==> src/rhc_pkg.sv <==
`default_nettype none

package rhc_pkg;

    // Default configuration
    localparam int CHANNEL_BITS_DEF  = 8;
    localparam int HUE_FRAC_BITS_DEF = 6;

    // Fixed field widths of the result word
    localparam int HUE_OUT_BITS    = 15;
    localparam int SAT_OUT_BITS    = 8;
    localparam int BRIGHT_OUT_BITS = 8;
    localparam int M_TDATA_BITS    = 32;

    // Which channel is the maximum (priority red, green, blue)
    typedef enum logic [1:0] {
        SEL_RED   = 2'd0,
        SEL_GREEN = 2'd1,
        SEL_BLUE  = 2'd2
    } hue_sel_t;

endpackage

`default_nettype wire

==> src/rhc_div_pipe.sv <==
`default_nettype none

// Pipelined restoring divider, one quotient bit per stage.
// Expects dividend[top DIV_BITS] < divisor. Stages past QUOT_BITS pass through.
module rhc_div_pipe #(
    parameter int DIV_BITS  = rhc_pkg::CHANNEL_BITS_DEF,
    parameter int QUOT_BITS = rhc_pkg::CHANNEL_BITS_DEF,
    parameter int STAGES    = rhc_pkg::CHANNEL_BITS_DEF
) (
    input  wire logic                          aclk,
    input  wire logic [STAGES-1:0]             en,
    input  wire logic [DIV_BITS+QUOT_BITS-1:0] dividend,
    input  wire logic [DIV_BITS-1:0]           divisor,
    output logic      [QUOT_BITS-1:0]          quotient
);

    logic [DIV_BITS-1:0]  rem_reg  [STAGES];
    logic [QUOT_BITS-1:0] low_reg  [STAGES];
    logic [QUOT_BITS-1:0] quo_reg  [STAGES];
    logic [DIV_BITS-1:0]  dvs_reg  [STAGES];

    logic [DIV_BITS-1:0]  rem_next [STAGES];
    logic [QUOT_BITS-1:0] low_next [STAGES];
    logic [QUOT_BITS-1:0] quo_next [STAGES];
    logic [DIV_BITS-1:0]  dvs_next [STAGES];

    always_comb begin
        logic [DIV_BITS-1:0]  rem_s;
        logic [QUOT_BITS-1:0] low_s;
        logic [QUOT_BITS-1:0] quo_s;
        logic [DIV_BITS-1:0]  dvs_s;
        logic [DIV_BITS+1:0]  trial;
        for (int k = 0; k < STAGES; k++) begin
            if (k == 0) begin
                rem_s = dividend[DIV_BITS+QUOT_BITS-1:QUOT_BITS];
                low_s = dividend[QUOT_BITS-1:0];
                quo_s = '0;
                dvs_s = divisor;
            end else begin
                rem_s = rem_reg[k-1];
                low_s = low_reg[k-1];
                quo_s = quo_reg[k-1];
                dvs_s = dvs_reg[k-1];
            end
            trial = {1'b0, rem_s, low_s[QUOT_BITS-1]} - {2'b00, dvs_s};
            if (k < QUOT_BITS) begin
                // borrow set: keep shifted remainder
                rem_next[k] = trial[DIV_BITS+1] ? {rem_s[DIV_BITS-2:0], low_s[QUOT_BITS-1]}
                                                : trial[DIV_BITS-1:0];
                low_next[k] = {low_s[QUOT_BITS-2:0], 1'b0};
                quo_next[k] = {quo_s[QUOT_BITS-2:0], ~trial[DIV_BITS+1]};
            end else begin
                rem_next[k] = rem_s;
                low_next[k] = low_s;
                quo_next[k] = quo_s;
            end
            dvs_next[k] = dvs_s;
        end
    end

    always_ff @(posedge aclk) begin
        for (int k = 0; k < STAGES; k++) begin
            if (en[k]) begin
                rem_reg[k] <= rem_next[k];
                low_reg[k] <= low_next[k];
                quo_reg[k] <= quo_next[k];
                dvs_reg[k] <= dvs_next[k];
            end
        end
    end

    assign quotient = quo_reg[STAGES-1];

endmodule

`default_nettype wire

==> src/rgb_to_hsv_converter.sv <==
`default_nettype none

// Channel  Dir  Ports                          Word contents (low bit up)
// s_       in   s_tvalid s_tready s_tdata      red, green, blue (CHANNEL_BITS each)
// m_       out  m_tvalid m_tready m_tdata      hue[14:0], saturation[7:0], brightness[7:0]
//                             m_tuser          hue_undefined
//
// One pixel per clock sustained while m_tready is high. The pipeline runs stage A,
// stage B, the divider stages and the final stage; its depth is set by the two
// restoring dividers, one quotient bit per stage, running side by side.
// aresetn (sync, active low) clears only the stage valid bits.
// Each stage holds when its successor is full and stalled, so bubbles are
// squeezed out; the input stalls only once every stage holds a word.
module rgb_to_hsv_converter #(
    parameter int CHANNEL_BITS  = rhc_pkg::CHANNEL_BITS_DEF,
    parameter int HUE_FRAC_BITS = rhc_pkg::HUE_FRAC_BITS_DEF
) (
    input  wire logic                                aclk,
    input  wire logic                                aresetn,
    input  wire logic                                s_tvalid,
    output logic                                     s_tready,
    // red, green, blue from bit 0 up, zero padded to bytes
    input  wire logic [((3*CHANNEL_BITS+7)/8)*8-1:0] s_tdata,
    output logic                                     m_tvalid,
    input  wire logic                                m_tready,
    // hue[14:0], saturation[22:15], brightness[30:23], bit 31 zero
    output logic [rhc_pkg::M_TDATA_BITS-1:0]         m_tdata,
    // hue_undefined
    output logic [0:0]                               m_tuser
);

    localparam int W      = CHANNEL_BITS;
    localparam int F      = HUE_FRAC_BITS;
    localparam int QH     = 6 + F;                      // hue quotient bits (60 < 64)
    localparam int S      = (W > QH) ? W : QH;          // divider stages
    localparam int T      = S + 3;                      // all stages
    localparam int HBITS  = 9 + F;                      // holds 360 degrees
    localparam int HW     = (HBITS > rhc_pkg::HUE_OUT_BITS) ? HBITS : rhc_pkg::HUE_OUT_BITS;
    localparam int OW     = (W > 8) ? W : 8;
    localparam logic [QH-1:0] HUE_SIXTH = QH'(60 << F);
    localparam logic [HW-1:0] HUE_FULL  = HW'(360 << F);

    typedef struct packed {
        logic [W-1:0]      bright;
        logic              undef;
        rhc_pkg::hue_sel_t sel;
        logic              neg;
    } side_t;

    // ---------------- stage handshake ----------------
    logic [T-1:0] valid_reg;
    logic [T-1:0] en;

    // A stage loads when empty or when its successor loads.
    always_comb begin
        en[T-1] = !valid_reg[T-1] || m_tready;
        for (int i = T - 2; i >= 0; i--) begin
            en[i] = !valid_reg[i] || en[i+1];
        end
    end

    always_ff @(posedge aclk) begin
        if (!aresetn) begin
            valid_reg <= '0;
        end else begin
            for (int i = 0; i < T; i++) begin
                if (en[i]) begin
                    valid_reg[i] <= (i == 0) ? s_tvalid : valid_reg[i-1];
                end
            end
        end
    end

    assign s_tready = en[0];
    assign m_tvalid = valid_reg[T-1];

    // ---------------- stage A: max, min, difference ----------------
    logic [W-1:0]      a_hi_reg, a_span_reg, a_mag_reg;
    logic              a_neg_reg;
    rhc_pkg::hue_sel_t a_sel_reg;

    logic [W-1:0]      a_hi_next, a_span_next, a_mag_next;
    logic              a_neg_next;
    rhc_pkg::hue_sel_t a_sel_next;

    always_comb begin
        logic [W-1:0] r, g, b, lo;
        logic [W:0]   diff;
        logic [W:0]   mag_wide;
        r = s_tdata[W-1:0];
        g = s_tdata[2*W-1:W];
        b = s_tdata[3*W-1:2*W];
        a_hi_next = r;
        if (g > a_hi_next) a_hi_next = g;
        if (b > a_hi_next) a_hi_next = b;
        lo = r;
        if (g < lo) lo = g;
        if (b < lo) lo = b;
        a_span_next = a_hi_next - lo;
        if (r == a_hi_next) begin
            a_sel_next = rhc_pkg::SEL_RED;
            diff       = {1'b0, g} - {1'b0, b};
        end else if (g == a_hi_next) begin
            a_sel_next = rhc_pkg::SEL_GREEN;
            diff       = {1'b0, b} - {1'b0, r};
        end else begin
            a_sel_next = rhc_pkg::SEL_BLUE;
            diff       = {1'b0, r} - {1'b0, g};
        end
        a_neg_next = diff[W];
        mag_wide   = a_neg_next ? (~diff + 1'b1) : diff;
        a_mag_next = mag_wide[W-1:0];
    end

    always_ff @(posedge aclk) begin
        if (en[0]) begin
            a_hi_reg   <= a_hi_next;
            a_span_reg <= a_span_next;
            a_mag_reg  <= a_mag_next;
            a_neg_reg  <= a_neg_next;
            a_sel_reg  <= a_sel_next;
        end
    end

    // ---------------- stage B: dividends ----------------
    logic [2*W-1:0]  b_sat_dvd_reg;
    logic [W+QH-1:0] b_hue_dvd_reg;
    logic [W-1:0]    b_span_reg;
    side_t           b_side_reg;

    always_ff @(posedge aclk) begin
        if (en[1]) begin
            // span * (2^W - 1)
            b_sat_dvd_reg     <= {a_span_reg, {W{1'b0}}} - {{W{1'b0}}, a_span_reg};
            b_hue_dvd_reg     <= (W+QH)'(a_mag_reg) * (W+QH)'(HUE_SIXTH);
            b_span_reg        <= a_span_reg;
            b_side_reg.bright <= a_hi_reg;
            b_side_reg.undef  <= (a_span_reg == '0);   // black implies zero span
            b_side_reg.sel    <= a_sel_reg;
            b_side_reg.neg    <= a_neg_reg;
        end
    end

    // ---------------- divider stages ----------------
    logic [W-1:0]  sat_quo;
    logic [QH-1:0] hue_quo;
    side_t         side_reg [S];

    rhc_div_pipe #(
        .DIV_BITS  (W),
        .QUOT_BITS (W),
        .STAGES    (S)
    ) u_sat_div (
        .aclk     (aclk),
        .en       (en[S+1:2]),
        .dividend (b_sat_dvd_reg),
        .divisor  (b_side_reg.bright),
        .quotient (sat_quo)
    );

    rhc_div_pipe #(
        .DIV_BITS  (W),
        .QUOT_BITS (QH),
        .STAGES    (S)
    ) u_hue_div (
        .aclk     (aclk),
        .en       (en[S+1:2]),
        .dividend (b_hue_dvd_reg),
        .divisor  (b_span_reg),
        .quotient (hue_quo)
    );

    always_ff @(posedge aclk) begin
        for (int k = 0; k < S; k++) begin
            if (en[2+k]) begin
                side_reg[k] <= (k == 0) ? b_side_reg : side_reg[k-1];
            end
        end
    end

    // ---------------- final stage: offset, sign, wrap ----------------
    logic [HW-1:0] hue_reg, hue_next;
    logic [W-1:0]  sat_reg;
    logic [W-1:0]  bright_reg;
    logic          undef_reg;

    always_comb begin
        logic [HW-1:0] q;
        logic [HW-1:0] offset;
        side_t         sd;
        sd = side_reg[S-1];
        q  = HW'(hue_quo);
        unique case (sd.sel)
            rhc_pkg::SEL_RED:   offset = '0;
            rhc_pkg::SEL_GREEN: offset = HW'(2) * HW'(HUE_SIXTH);
            rhc_pkg::SEL_BLUE:  offset = HW'(4) * HW'(HUE_SIXTH);
            default:            offset = '0;
        endcase
        if (sd.undef) begin
            hue_next = '0;
        end else if (sd.neg) begin
            // red sector below zero wraps to the top of the circle
            if (sd.sel == rhc_pkg::SEL_RED) begin
                hue_next = (q == '0) ? '0 : HUE_FULL - q;
            end else begin
                hue_next = offset - q;
            end
        end else begin
            hue_next = offset + q;
        end
    end

    always_ff @(posedge aclk) begin
        if (en[T-1]) begin
            hue_reg    <= hue_next;
            sat_reg    <= side_reg[S-1].undef ? '0 : sat_quo;
            bright_reg <= side_reg[S-1].bright;
            undef_reg  <= side_reg[S-1].undef;
        end
    end

    logic [OW-1:0] sat_ext, bright_ext;
    assign sat_ext    = OW'(sat_reg);
    assign bright_ext = OW'(bright_reg);

    assign m_tdata = {1'b0, bright_ext[7:0], sat_ext[7:0], hue_reg[rhc_pkg::HUE_OUT_BITS-1:0]};
    assign m_tuser = undef_reg;

    // ---------------- assertions ----------------
    a_undef_zero: assert property (@(posedge aclk) disable iff (!aresetn)
        m_tvalid && undef_reg |-> hue_reg == '0 && sat_reg == '0)
        else $error("undefined hue with nonzero hue or saturation");

    a_hue_range: assert property (@(posedge aclk) disable iff (!aresetn)
        m_tvalid |-> hue_reg < HUE_FULL)
        else $error("hue beyond full circle");

    a_sat_nonzero: assert property (@(posedge aclk) disable iff (!aresetn)
        m_tvalid && !undef_reg |-> sat_reg != '0)
        else $error("colored pixel with zero saturation");

    a_stall_source: assert property (@(posedge aclk) disable iff (!aresetn)
        !s_tready |-> m_tvalid && !m_tready && (&valid_reg))
        else $error("input held off with room in the pipeline");

endmodule

`default_nettype wire
==> config.mk <==
export PLATFORM = sky130hd
export DESIGN_NAME = rgb_to_hsv_converter
export DESIGN_NICKNAME = d
export VERILOG_FILES = /design/src/rhc_pkg.sv /design/src/rhc_div_pipe.sv /design/src/rgb_to_hsv_converter.sv
export SDC_FILE = /design/constraint.sdc
export NUM_CORES = 1
export LEC_CHECK = 0
export BUFFER_PORTS_ARGS = -buffer_cell sky130_fd_sc_hd__buf_4
export CORE_MARGIN = 10
export CORE_UTILIZATION = 40
export DETAILED_ROUTE_END_ITERATION = 8
export PLACE_DENSITY = 0.55
export SLEW_MARGIN = 10
export SYNTH_ARGS = -nofsm -noshare
export SYNTH_HDL_FRONTEND = slang
export SYNTH_HIERARCHICAL = 1
export SYNTH_SLANG_ARGS = --single-unit
==> constraint.sdc <==
create_clock -name aclk -period 17.4 [get_ports aclk]
set_clock_uncertainty 0.15 [all_clocks]
set_input_delay 1.74 -clock aclk [delete_from_list [all_inputs] [get_ports aclk]]
set_output_delay 1.74 -clock aclk [all_outputs]
set_load 0.005 [all_outputs]
Word-level counts from Yosys, hierarchy flattened
Memory sizes are Yosys's and may differ from the RTL's. A register that Yosys moved wholly into a read port is not among the register bits.
Index checks and enable logic that the tools add are counted.
Widths: inputs -> output; s select.
{"block": "word_totals", "regBits": 114, "ramBits": 996, "input_bits": 28, "output_inout_bits": 35, "memories": 9}
{"memory": "side_reg", "words": 12, "width": 12, "rd": 12, "rd_clocked_by_memory_dff": 0, "wr": 12, "line_no": "rgb_to_hsv_converter.sv:147", "source": "side_t side_reg [S];"}
{"memory": "u_hue_div.quo_reg", "words": 12, "width": 12, "rd": 12, "rd_clocked_by_memory_dff": 0, "wr": 12, "line_no": "rhc_div_pipe.sv:19", "source": "logic [QUOT_BITS-1:0] quo_reg [STAGES];"}
{"memory": "u_hue_div.low_reg", "words": 12, "width": 11, "rd": 11, "rd_clocked_by_memory_dff": 0, "wr": 12, "line_no": "rhc_div_pipe.sv:18", "source": "logic [QUOT_BITS-1:0] low_reg [STAGES];"}
{"memory": "u_hue_div.dvs_reg", "words": 12, "width": 8, "rd": 11, "rd_clocked_by_memory_dff": 0, "wr": 12, "line_no": "rhc_div_pipe.sv:20", "source": "logic [DIV_BITS-1:0] dvs_reg [STAGES];"}
{"memory": "u_hue_div.rem_reg", "words": 12, "width": 8, "rd": 11, "rd_clocked_by_memory_dff": 0, "wr": 12, "line_no": "rhc_div_pipe.sv:17", "source": "logic [DIV_BITS-1:0] rem_reg [STAGES];"}
{"memory": "u_sat_div.dvs_reg", "words": 12, "width": 8, "rd": 11, "rd_clocked_by_memory_dff": 0, "wr": 12, "line_no": "rhc_div_pipe.sv:20"}
{"memory": "3 more memories"}
{"block": "classes", "addsub": 29, "multipliers": 1, "order_cmp": 4, "eq_ne": 4, "muxes": 56, "n_bitwise": 21, "n_reduce_logical": 33}
{"operator": "$mux 8", "n": 25}
{"operator": "$sub 9x8->10", "n": 20}
{"operator": "$mux 15", "n": 3}
{"operator": "$pmux 14 s2", "n": 1}
{"operator": "$sub 8x8->9", "n": 3}
{"operator": "$mux 1", "n": 24}
{"operator": "$not 1->1", "n": 20}
{"operator": "$mux 9", "n": 2}
{"operator": "$eq 8x8->1", "n": 2}
{"operator": "$gt 8x8->1", "n": 2}
{"operator": "$lt 8x8->1", "n": 2}
{"operator": "$sub 16x8->16", "n": 1}
{"operator": "$add 15x12->15", "n": 1}
{"operator": "$logic_not 1->1", "n": 15}
{"operator": "$logic_or 1x1->1", "n": 15}
{"operator": "$sub 15x12->15", "n": 1}
{"operator": "$sub 15x12->15 const A", "n": 1}
{"operator": "$logic_not 12->1", "n": 1}
{"operator": "$mul 8x4->12 const B", "n": 1}
{"operator": "$add 8x1->8 const B", "n": 1}
{"operator": "$logic_not 8->1", "n": 1}
{"operator": "$not 8->8", "n": 1}
{"operator": "$sub 8x8->8", "n": 1}
{"operator": "$eq 2x1->1 const B", "n": 1}
{"operator": "other kinds (3)", "n": 3}

Longest topological paths before layout
Gate-level depths: netlist of run 1.
{"block": "depth", "depth_word": 16, "depth_mapped": 28}

Cells and area by module
The synthesis of run 1 kept the hierarchy.
{"module": "rhc_div_pipe at u_hue_div", "instances": 1, "cells_each": 1012, "area_per_inst_um2": 14802.9, "seq_area_each_um2": 9609.2}
{"module": "rgb_to_hsv_converter", "instances": 1, "cells_each": 918, "area_per_inst_um2": 12462.0, "seq_area_each_um2": 7807.5}
{"module": "rhc_div_pipe at u_sat_div", "instances": 1, "cells_each": 667, "area_per_inst_um2": 9739.3, "seq_area_each_um2": 6246.0}

Worst setup path after synthesis of run 1
Ideal clock, no wire load.
{"block": "synth_timing", "kind": "input to register", "start": "input port s_tdata[14]", "end": "register a_mag_reg[4] (data pin)", "t_arrival_ns": 6.551, "t_required_ns": 16.985, "path_slack_ns": 10.434, "path_stages": 26, "path_cell_list": "inv_1 -> ha_1 -> nand3_1 -> a211oi_2 -> or2_1 -> buf_6 -> buf_2 -> nor2_1 -> a21oi_1 -> ha_1 -> a21o_1 -> a21o_1 -> a211oi_1 -> o41ai_2 -> o31ai_4 -> buf_6 -> mux2_4 -> xnor2_1 -> nand3_1 -> nor2_2 -> mux2i_1 -> o21ai_0 -> ha_1 -> inv_1 -> o31ai_1 -> xnor2_1"}
{"block": "synth_between", "elab_chain_len": 10}
{"item": "from (decl)", "line_no": "rgb_to_hsv_converter.sv:23", "source": "input wire logic [((3*CHANNEL_BITS+7)/8)*8-1:0] s_tdata,"}
{"item": "$gt 8x8->1", "line_no": "rgb_to_hsv_converter.sv:94", "source": "if (g > a_hi_next) a_hi_next = g;"}
{"item": "$mux 8", "line_no": "rgb_to_hsv_converter.sv:94"}
{"item": "$gt 8x8->1", "line_no": "rgb_to_hsv_converter.sv:95", "source": "if (b > a_hi_next) a_hi_next = b;"}
{"item": "$mux 8", "line_no": "rgb_to_hsv_converter.sv:95"}
{"item": "$eq 8x8->1", "line_no": "rgb_to_hsv_converter.sv:103", "source": "end else if (g == a_hi_next) begin"}
{"item": "$mux 9", "line_no": "rgb_to_hsv_converter.sv:103"}
{"item": "$mux 9 *", "line_no": "rgb_to_hsv_converter.sv:100", "source": "if (r == a_hi_next) begin"}
{"item": "$not 8->8", "line_no": "rgb_to_hsv_converter.sv:111", "source": "mag_wide = a_neg_next ? (~diff + 1'b1) : diff;"}
{"item": "$add 8x1->8", "line_no": "rgb_to_hsv_converter.sv:111"}
{"item": "$mux 8 *", "line_no": "rgb_to_hsv_converter.sv:111"}
{"item": "via a_mag_next[4]", "line_no": "rgb_to_hsv_converter.sv:82", "source": "logic [W-1:0] a_hi_next, a_span_next, a_mag_next;"}
{"item": "to (signal assigned)", "line_no": "rgb_to_hsv_converter.sv:119", "source": "a_mag_reg <= a_mag_next;"}
{"item": "to (decl)", "line_no": "rgb_to_hsv_converter.sv:78", "source": "logic [W-1:0] a_hi_reg, a_span_reg, a_mag_reg;"}
The timed path passes the listed nets; every way through them passes the cells marked *.
A chain may end at the register's enable or synchronous reset.

Worst setup path after layout of run 1
{"block": "layout_timing", "start": "input port s_tdata[10]", "end": "register a_mag_reg[4] (data pin)"}
The elaborated chain is that of the path after synthesis.

==> results of run 1 <==
[critical path, stage by stage]
cell	delay, ps
buf_4	110
inv_1	130
ha_1	400
a21oi_1	120
a211oi_2	470
or2_1	600
nand2_1	140
o21ai_0	250
inv_1	90
ha_1	300
a21o_1	170
a211oi_1	300
o41ai_2	150
o31ai_4	680
mux2_2	500
xnor2_1	200
nand4_2	240
nor3_1	860
nand2_1	100
o21ai_0	150
ha_1	220
inv_1	60
o31ai_1	280
xnor2_1	120
[kinds of logic (layout without fill, tap and decap cells)]
family          count (synthesis)  count (layout)  share of synthesized area [%]
other cells                     1               9                         0.0101
simple gates                  481             481                           6.71
compound gates                470             470                           9.03
fa+ha+maj                     269             269                           9.83
buf+inv                       316             527                           3.27
flops                         793             793                           63.9
xor+xnor                      126             126                           3.00
mux                           141             141                           4.21
[how the worst max path moves through the flow]
stage                startpoint                endpoint  slack [ps]
detailed placement  s_tdata[10]  a_mag_reg[4]$_DFFE_PP_        8620
CTS                 s_tdata[10]  a_mag_reg[4]$_DFFE_PP_        9270
global placement    s_tdata[10]  a_mag_reg[4]$_DFFE_PP_        8550
global route        s_tdata[10]  a_mag_reg[4]$_DFFE_PP_        8750
floorplan           s_tdata[14]  a_mag_reg[4]$_DFFE_PP_       10430
finish              s_tdata[10]  a_mag_reg[4]$_DFFE_PP_        9200
[final cells by class]
cell class | count | share of cell area [%]
flip-flops and latches | 793 | 56.8
multi-input cells | 1496 | 29.2
clock buffers | 100 | 5.27
well taps | 1186 | 3.56
inverters | 299 | 2.70
repair buffers | 74 | 1.33
clock inverters | 54 | 1.09
[placed cells by master (no fill, tap or decap), types with 69 or more instances in the layout]
| master | n |
|---|---|
| xnor2_1 | 87 |
| nand2_1 | 74 |
| mux2_2 | 89 |
| buf_4 | 74 |
| ha_1 | 233 |
| nor2_1 | 153 |
| o21ai_0 | 72 |
| edfxtp_1 | 778 |
| nor2b_1 | 69 |
| clkbuf_16 | 85 |
| inv_1 | 290 |
| a21oi_1 | 98 |
[synth_stat cells, types with 7 or more instances]
library cell / count / share of area [%]
inv_1: 298 / 3.0
a31oi_1: 21 / 0.36
nor4_1: 12 / 0.20
nor2b_1: 69 / 1.2
and3_1: 15 / 0.25
o21ai_1: 8 / 0.11
a21o_1: 59 / 1.2
o21a_1: 37 / 0.75
o311ai_0: 14 / 0.33
edfxtp_1: 778 / 63
nor3_1: 30 / 0.41
a21oi_4: 14 / 0.62
and2_1: 16 / 0.27
dfxtp_1: 15 / 0.81
xor2_1: 38 / 0.90
a21o_2: 11 / 0.26
o31ai_1: 18 / 0.37
nand2_1: 78 / 0.79
nor2_1: 153 / 1.6
fa_1: 36 / 1.9
a21boi_0: 15 / 0.30
o21ai_2: 7 / 0.17
or4_1: 9 / 0.18
ha_1: 233 / 7.9
clkbuf_1: 11 / 0.11
mux2_2: 89 / 2.7
xnor2_1: 87 / 2.1
o21bai_1: 12 / 0.24
nand3_1: 25 / 0.34
a211oi_1: 34 / 0.69
nand2b_4: 7 / 0.26
mux2i_1: 45 / 1.2
o21ai_0: 72 / 0.97
a21oi_1: 98 / 1.3
nand2b_1: 31 / 0.52
[where the power goes]
group	switching, mW	internal (mW)	total (mW)
sequential	0.348	3.15	3.50
clock	0.723	0.980	1.70
combinational	1.75	1.68	3.43
[per-stage QoR]
step                      hold slack, ps  setup slack [ps]  cells
after floorplan                      250             10430   2605
after global placement               250              8550   3848
after detailed placement             255              8620   3848
after CTS                            238              9270   4002
after global routing                 242              8750   4002
final                                241              9200   4002
[per-layer routing]
| metal | part of all wire, % | wire length, um | vias to the layer above |
|---|---|---|---|
| li1 | - | - | 9853 |
| met3 | 3.7 | 2430 | 106 |
| met1 | 44 | 28400 | 9473 |
| met2 | 49 | 31700 | 281 |
| met4 | 3.6 | 2310 | 0 |
| met5 | 0 | 0 | - |
==> flow_summary.ini, run 1 <==
[grt]
met1_usage_pct = 15.5
grt_max_degree = 65
grt_util_met2_pct = 21.6
grt_usage_pct = 12.6
top_usage_layer = met2
gr-total-overflow = 0
grt_pass1_wl_um = 107000
antenna_found_initial = 0
grt_pass1_vias = 20600
grt_util_met3_pct = 2.15

[flow_run]
cap_violations = 0

[detailed_routing]
drt_first_pass_iters = 5
vias_per_cell = 4.93
wl_per_cell_um = 16.2
drt-total-wl_um = 64900
drc = 0
first_iter_violations = 938
vias = 19700
drt.antenna.violating_nets = 0

[logic_synthesis]
ys_types = 80
synthFlopType = edfxtp_1
yosys_warnings = 6
synth_cells = 2597
syn_avg_cell_area_sq_um = 14.2
ys_ff_latch = 793
synth_edf_count = 778
yosysSeqAreaShare_pct = 63.9
async_reset_ff_share_pct = 0
syn-cell-area_sq_mm = 0.0370

[layout]
seqCellArea_sq_mm = 0.0237
nets = 3045
synthToLayoutAreaGrowth_pct = 12.5
fin_area_sq_mm = 0.0416
fin_util_pct = 45.4
largest_reg_flops = 144
drive_gt1_share_pct = 13.3
diodes = 0
nFillCells = 7998
multi_input_area_sq_mm = 0.0122

[clock_tree]
post_cts_buffers = 0
postCtsHoldBufs = 0
clock_path_buffers = 3
cts_resized = 0
clk_pin_slew_worst_paths_ps = 60
cts_made_buffers = 84
root_buffer = clkbuf_16
cts.sinks = 793
clk_latency_ps = 640
htree_levels = 3
tritoncts = done

[floorplan]
rows = 111
dieHeight_um = 324
start_util_pct = 40.4
die_w_um = 324
core_area_sq_mm = 0.0917
ios = 63
die_area_sq_mm = 0.105

[worst_hold_path]
min-delay-start = side_reg[1][23]$_DFFE_PP_
hold_path_depth = 0
min_delay_worst_endpoint = side_reg[1][35]$_DFFE_PP_
hold_path.class = reg2reg

[timing]
max_freq_mhz = 122
period_share_pct = 47.1
min_period_ps = 8200
rsz0062_at_grt = false
slew_violations = 0
slew_headroom_pct = 23.2
worstMarginPinSlew_ps = 1150
hold_viol = 0
setup_tns_ps = 0
setup_viol_count_final = 0

[placed_design]
placed_area_sq_mm = 0.0390
port_buffers = 61
gp_congestion = 0.840
post-dp-hpwl_um = 47900

[run_status]
status = finished, final reports clean

[worst_setup_path]
crit_arrival_ps = 8410
r2r-end = b_sat_dvd_reg[14]$_DFFE_PP_
crit_fanout = 16
ff2ff_setup_slack_ps = 13490
timing.rr.start = valid_reg[14]$_SDFFE_PN0P_
cp-end-kind = register
cp_data_required_time_ps = 17610
setup.worst_path.start_class = input port
reg2regPathDepth = 9
critical_path_class = in2reg

[pwr]
peakVddDrop_v = 0.000116
power_mw = 8.63
powerDensity_mw_per_mm2 = 207
p_leak_nw = 16.7
(Power assumes the default switching activity.)
==> run 2: changes to the inputs <==
--- a/config.mk
+++ b/config.mk
@@ -9,7 +9,7 @@
 export CORE_MARGIN = 10
 export CORE_UTILIZATION = 40
 export DETAILED_ROUTE_END_ITERATION = 8
-export PLACE_DENSITY = 0.55
+export PLACE_DENSITY = 0.57
 export SLEW_MARGIN = 10
 export SYNTH_ARGS = -nofsm -noshare
 export SYNTH_HDL_FRONTEND = slang
==> constraint.sdc (replaced) <==
create_clock -name aclk -period 6.7 [get_ports aclk]
set_clock_uncertainty 0.15 [all_clocks]
set_input_delay 0.67 -clock aclk [delete_from_list [all_inputs] [get_ports aclk]]
set_output_delay 0.67 -clock aclk [all_outputs]
set_load 0.005 [all_outputs]
==> run 2 against run 1 <==
  * Non-clock buffer count rose by 32
  * Sequential cell count did not move
  * Final cell count rose by 0.70%
  * Register-to-register slack got worse by 11000 ps
  * First-iteration DRC count rose by 0.85%
  * Setup slack got worse by 8300 ps
  * Combinational power rose to 2.6 times the previous value
  * Critical path depth rose by 1
  * Core utilization rose by 0.24 points
  * Critical path type unchanged
  * Critical endpoint unchanged
  * Largest power group unchanged
  * Highest routed layer unchanged
==> flow_summary.ini, run 2 (synthesis results as in run 1) <==
[run_status]
status = finished, final reports clean

[clock_tree]
clk_pin_slew_worst_paths_ps = 60
post_cts_buffers = 0
htree_levels = 3
postCtsHoldBufs = 0
clk_latency_ps = 610
cts_made_buffers = 82
clock_path_buffers = 3
cts_resized = 0
cts.sinks = 793
tritoncts = done
root_buffer = clkbuf_16

[flow_run]
cap_violations = 0

[floorplan]
rows = 111
die_w_um = 324
die_area_sq_mm = 0.105
ios = 63
start_util_pct = 40.4
core_area_sq_mm = 0.0917
dieHeight_um = 324

[grt]
gr-total-overflow = 0
grt_usage_pct = 12.2
grt_max_degree = 65
antenna_found_initial = 0
grt_pass1_wl_um = 105000
grt_pass1_vias = 20600

[timing]
slew_violations = 0
rsz0062_at_grt = false
worstMarginPinSlew_ps = 1150
setup_viol_count_final = 0
slew_headroom_pct = 23.4
min_period_ps = 5760
max_freq_mhz = 174
hold_viol = 0
period_share_pct = 86.0
setup_tns_ps = 0

[worst_setup_path]
setup.worst_path.start_class = input port
critical_path_class = in2reg
timing.rr.start = valid_reg[14]$_SDFFE_PN0P_
crit_arrival_ps = 5970
crit_fanout = 9
ff2ff_setup_slack_ps = 2530
reg2regPathDepth = 10
cp_data_required_time_ps = 6900
r2r-end = a_sel_reg[0]$_SDFFCE_PP0P_
cp-end-kind = register

[worst_hold_path]
hold_path_depth = 0
hold_path.class = reg2reg
min_delay_worst_endpoint = side_reg[1][35]$_DFFE_PP_
min-delay-start = side_reg[1][23]$_DFFE_PP_

[placed_design]
gp_congestion = 0.841
port_buffers = 61
post-dp-hpwl_um = 47500

[detailed_routing]
vias_per_cell = 4.91
vias = 19800
drt_first_pass_iters = 5
wl_per_cell_um = 15.8
drt-total-wl_um = 63500
drt.antenna.violating_nets = 0
drc = 0
first_iter_violations = 946

[pwr]
power_mw = 22.4
powerDensity_mw_per_mm2 = 536
peakVddDrop_v = 0.000296
p_leak_nw = 16.8

[layout]
nets = 3075
seqCellArea_sq_mm = 0.0237
synthToLayoutAreaGrowth_pct = 13.1
largest_reg_flops = 144
drive_gt1_share_pct = 14.1
diodes = 0
nFillCells = 7982
final_common_cell = edfxtp_1
multi_input_area_sq_mm = 0.0122
most-common-layout-cells = 778 x edfxtp_1, 290 x inv_1, 233 x ha_1
==> run 2: cell types whose count changed in the layout (fill, tap and decap cells not counted), sizes merged <==
cell,previous run,this run
clkinv,45,32
buf,74,106
clkinvlp,3,4
clkbuf,100,106
bufinv,5,7
==> run 2: final cells by class <==
type                    count  share of cell area, %
flip-flops and latches    793                   56.5
well taps                1186                   3.54
clock buffers             106                   5.27
clock inverters            44                  0.980
repair buffers            106                   1.93
inverters                 299                   2.68
multi-input cells        1496                   29.1
==> run 2: worst max-delay path by stage <==
stage	from	endpoint	slack (ps)	cells after the start
floorplan	s_tdata[14]	a_mag_reg[4]$_DFFE_PP_	800	26
global placement	s_tdata[12]	a_span_reg[7]$_DFFE_PP_	310	26
detailed placement	s_tdata[12]	a_span_reg[7]$_DFFE_PP_	300	26
CTS	s_tdata[12]	a_span_reg[7]$_DFFE_PP_	960	26
global route	s_tdata[14]	a_span_reg[7]$_DFFE_PP_	520	27
finish	s_tdata[14]	a_mag_reg[4]$_DFFE_PP_	940	25
==> run 2: power by group <==
group / internal (mW) / leakage (nW) / switching [mW]
logic: 4.41 / 7.31 / 4.57
clock network: 2.60 / 1.27 / 1.80
registers: 8.18 / 8.24 / 0.880
==> run 2: per-stage QoR <==
stage / cells / instance area [sq um] / setup WS (ps) / util (%) / hold slack [ps]
finish: 4030 / 41900 / 938 / 45.7 / 254
global route: 4030 / 41900 / 523 / 45.7 / 236
CTS: 4030 / 41900 / 962 / 45.7 / 217
detailed placement: 3880 / 39300 / 299 / 42.8 / 255
global placement: 3880 / 39300 / 313 / 42.8 / 250
floorplan: 2605 / 37000 / 804 / - / 250
==> run 2: worst max-delay path, cell delays in order <==
cell and delay (ps):
buf_4 100, inv_1 120, ha_1 400, nand3_1 180, o221ai_2 220, or2_1 330, nor2_1 70, a21oi_1 220
ha_1 290, a21o_1 170, a21o_1 190, a211oi_1 330, o41ai_2 160, o31ai_4 230, buf_12 170, mux2_2 410
xnor2_1 210, nand4_2 170, or3_1 420, nor2_1 120, a31o_2 120, ha_1 180, inv_1 70, o31ai_1 300
xnor2_1 100
==> run 2: layer usage <==
metal  routed length (um)  GRT usage (%)  share of wire (%)  vias up
li1                     -              -                  -     9911
met1                27400           14.6                 43     9491
met2                31900           21.7                 50      267
met3                 2570           2.17                4.0      102
met4                 1600           4.34                2.5        0
met5                    0              0                  0        -
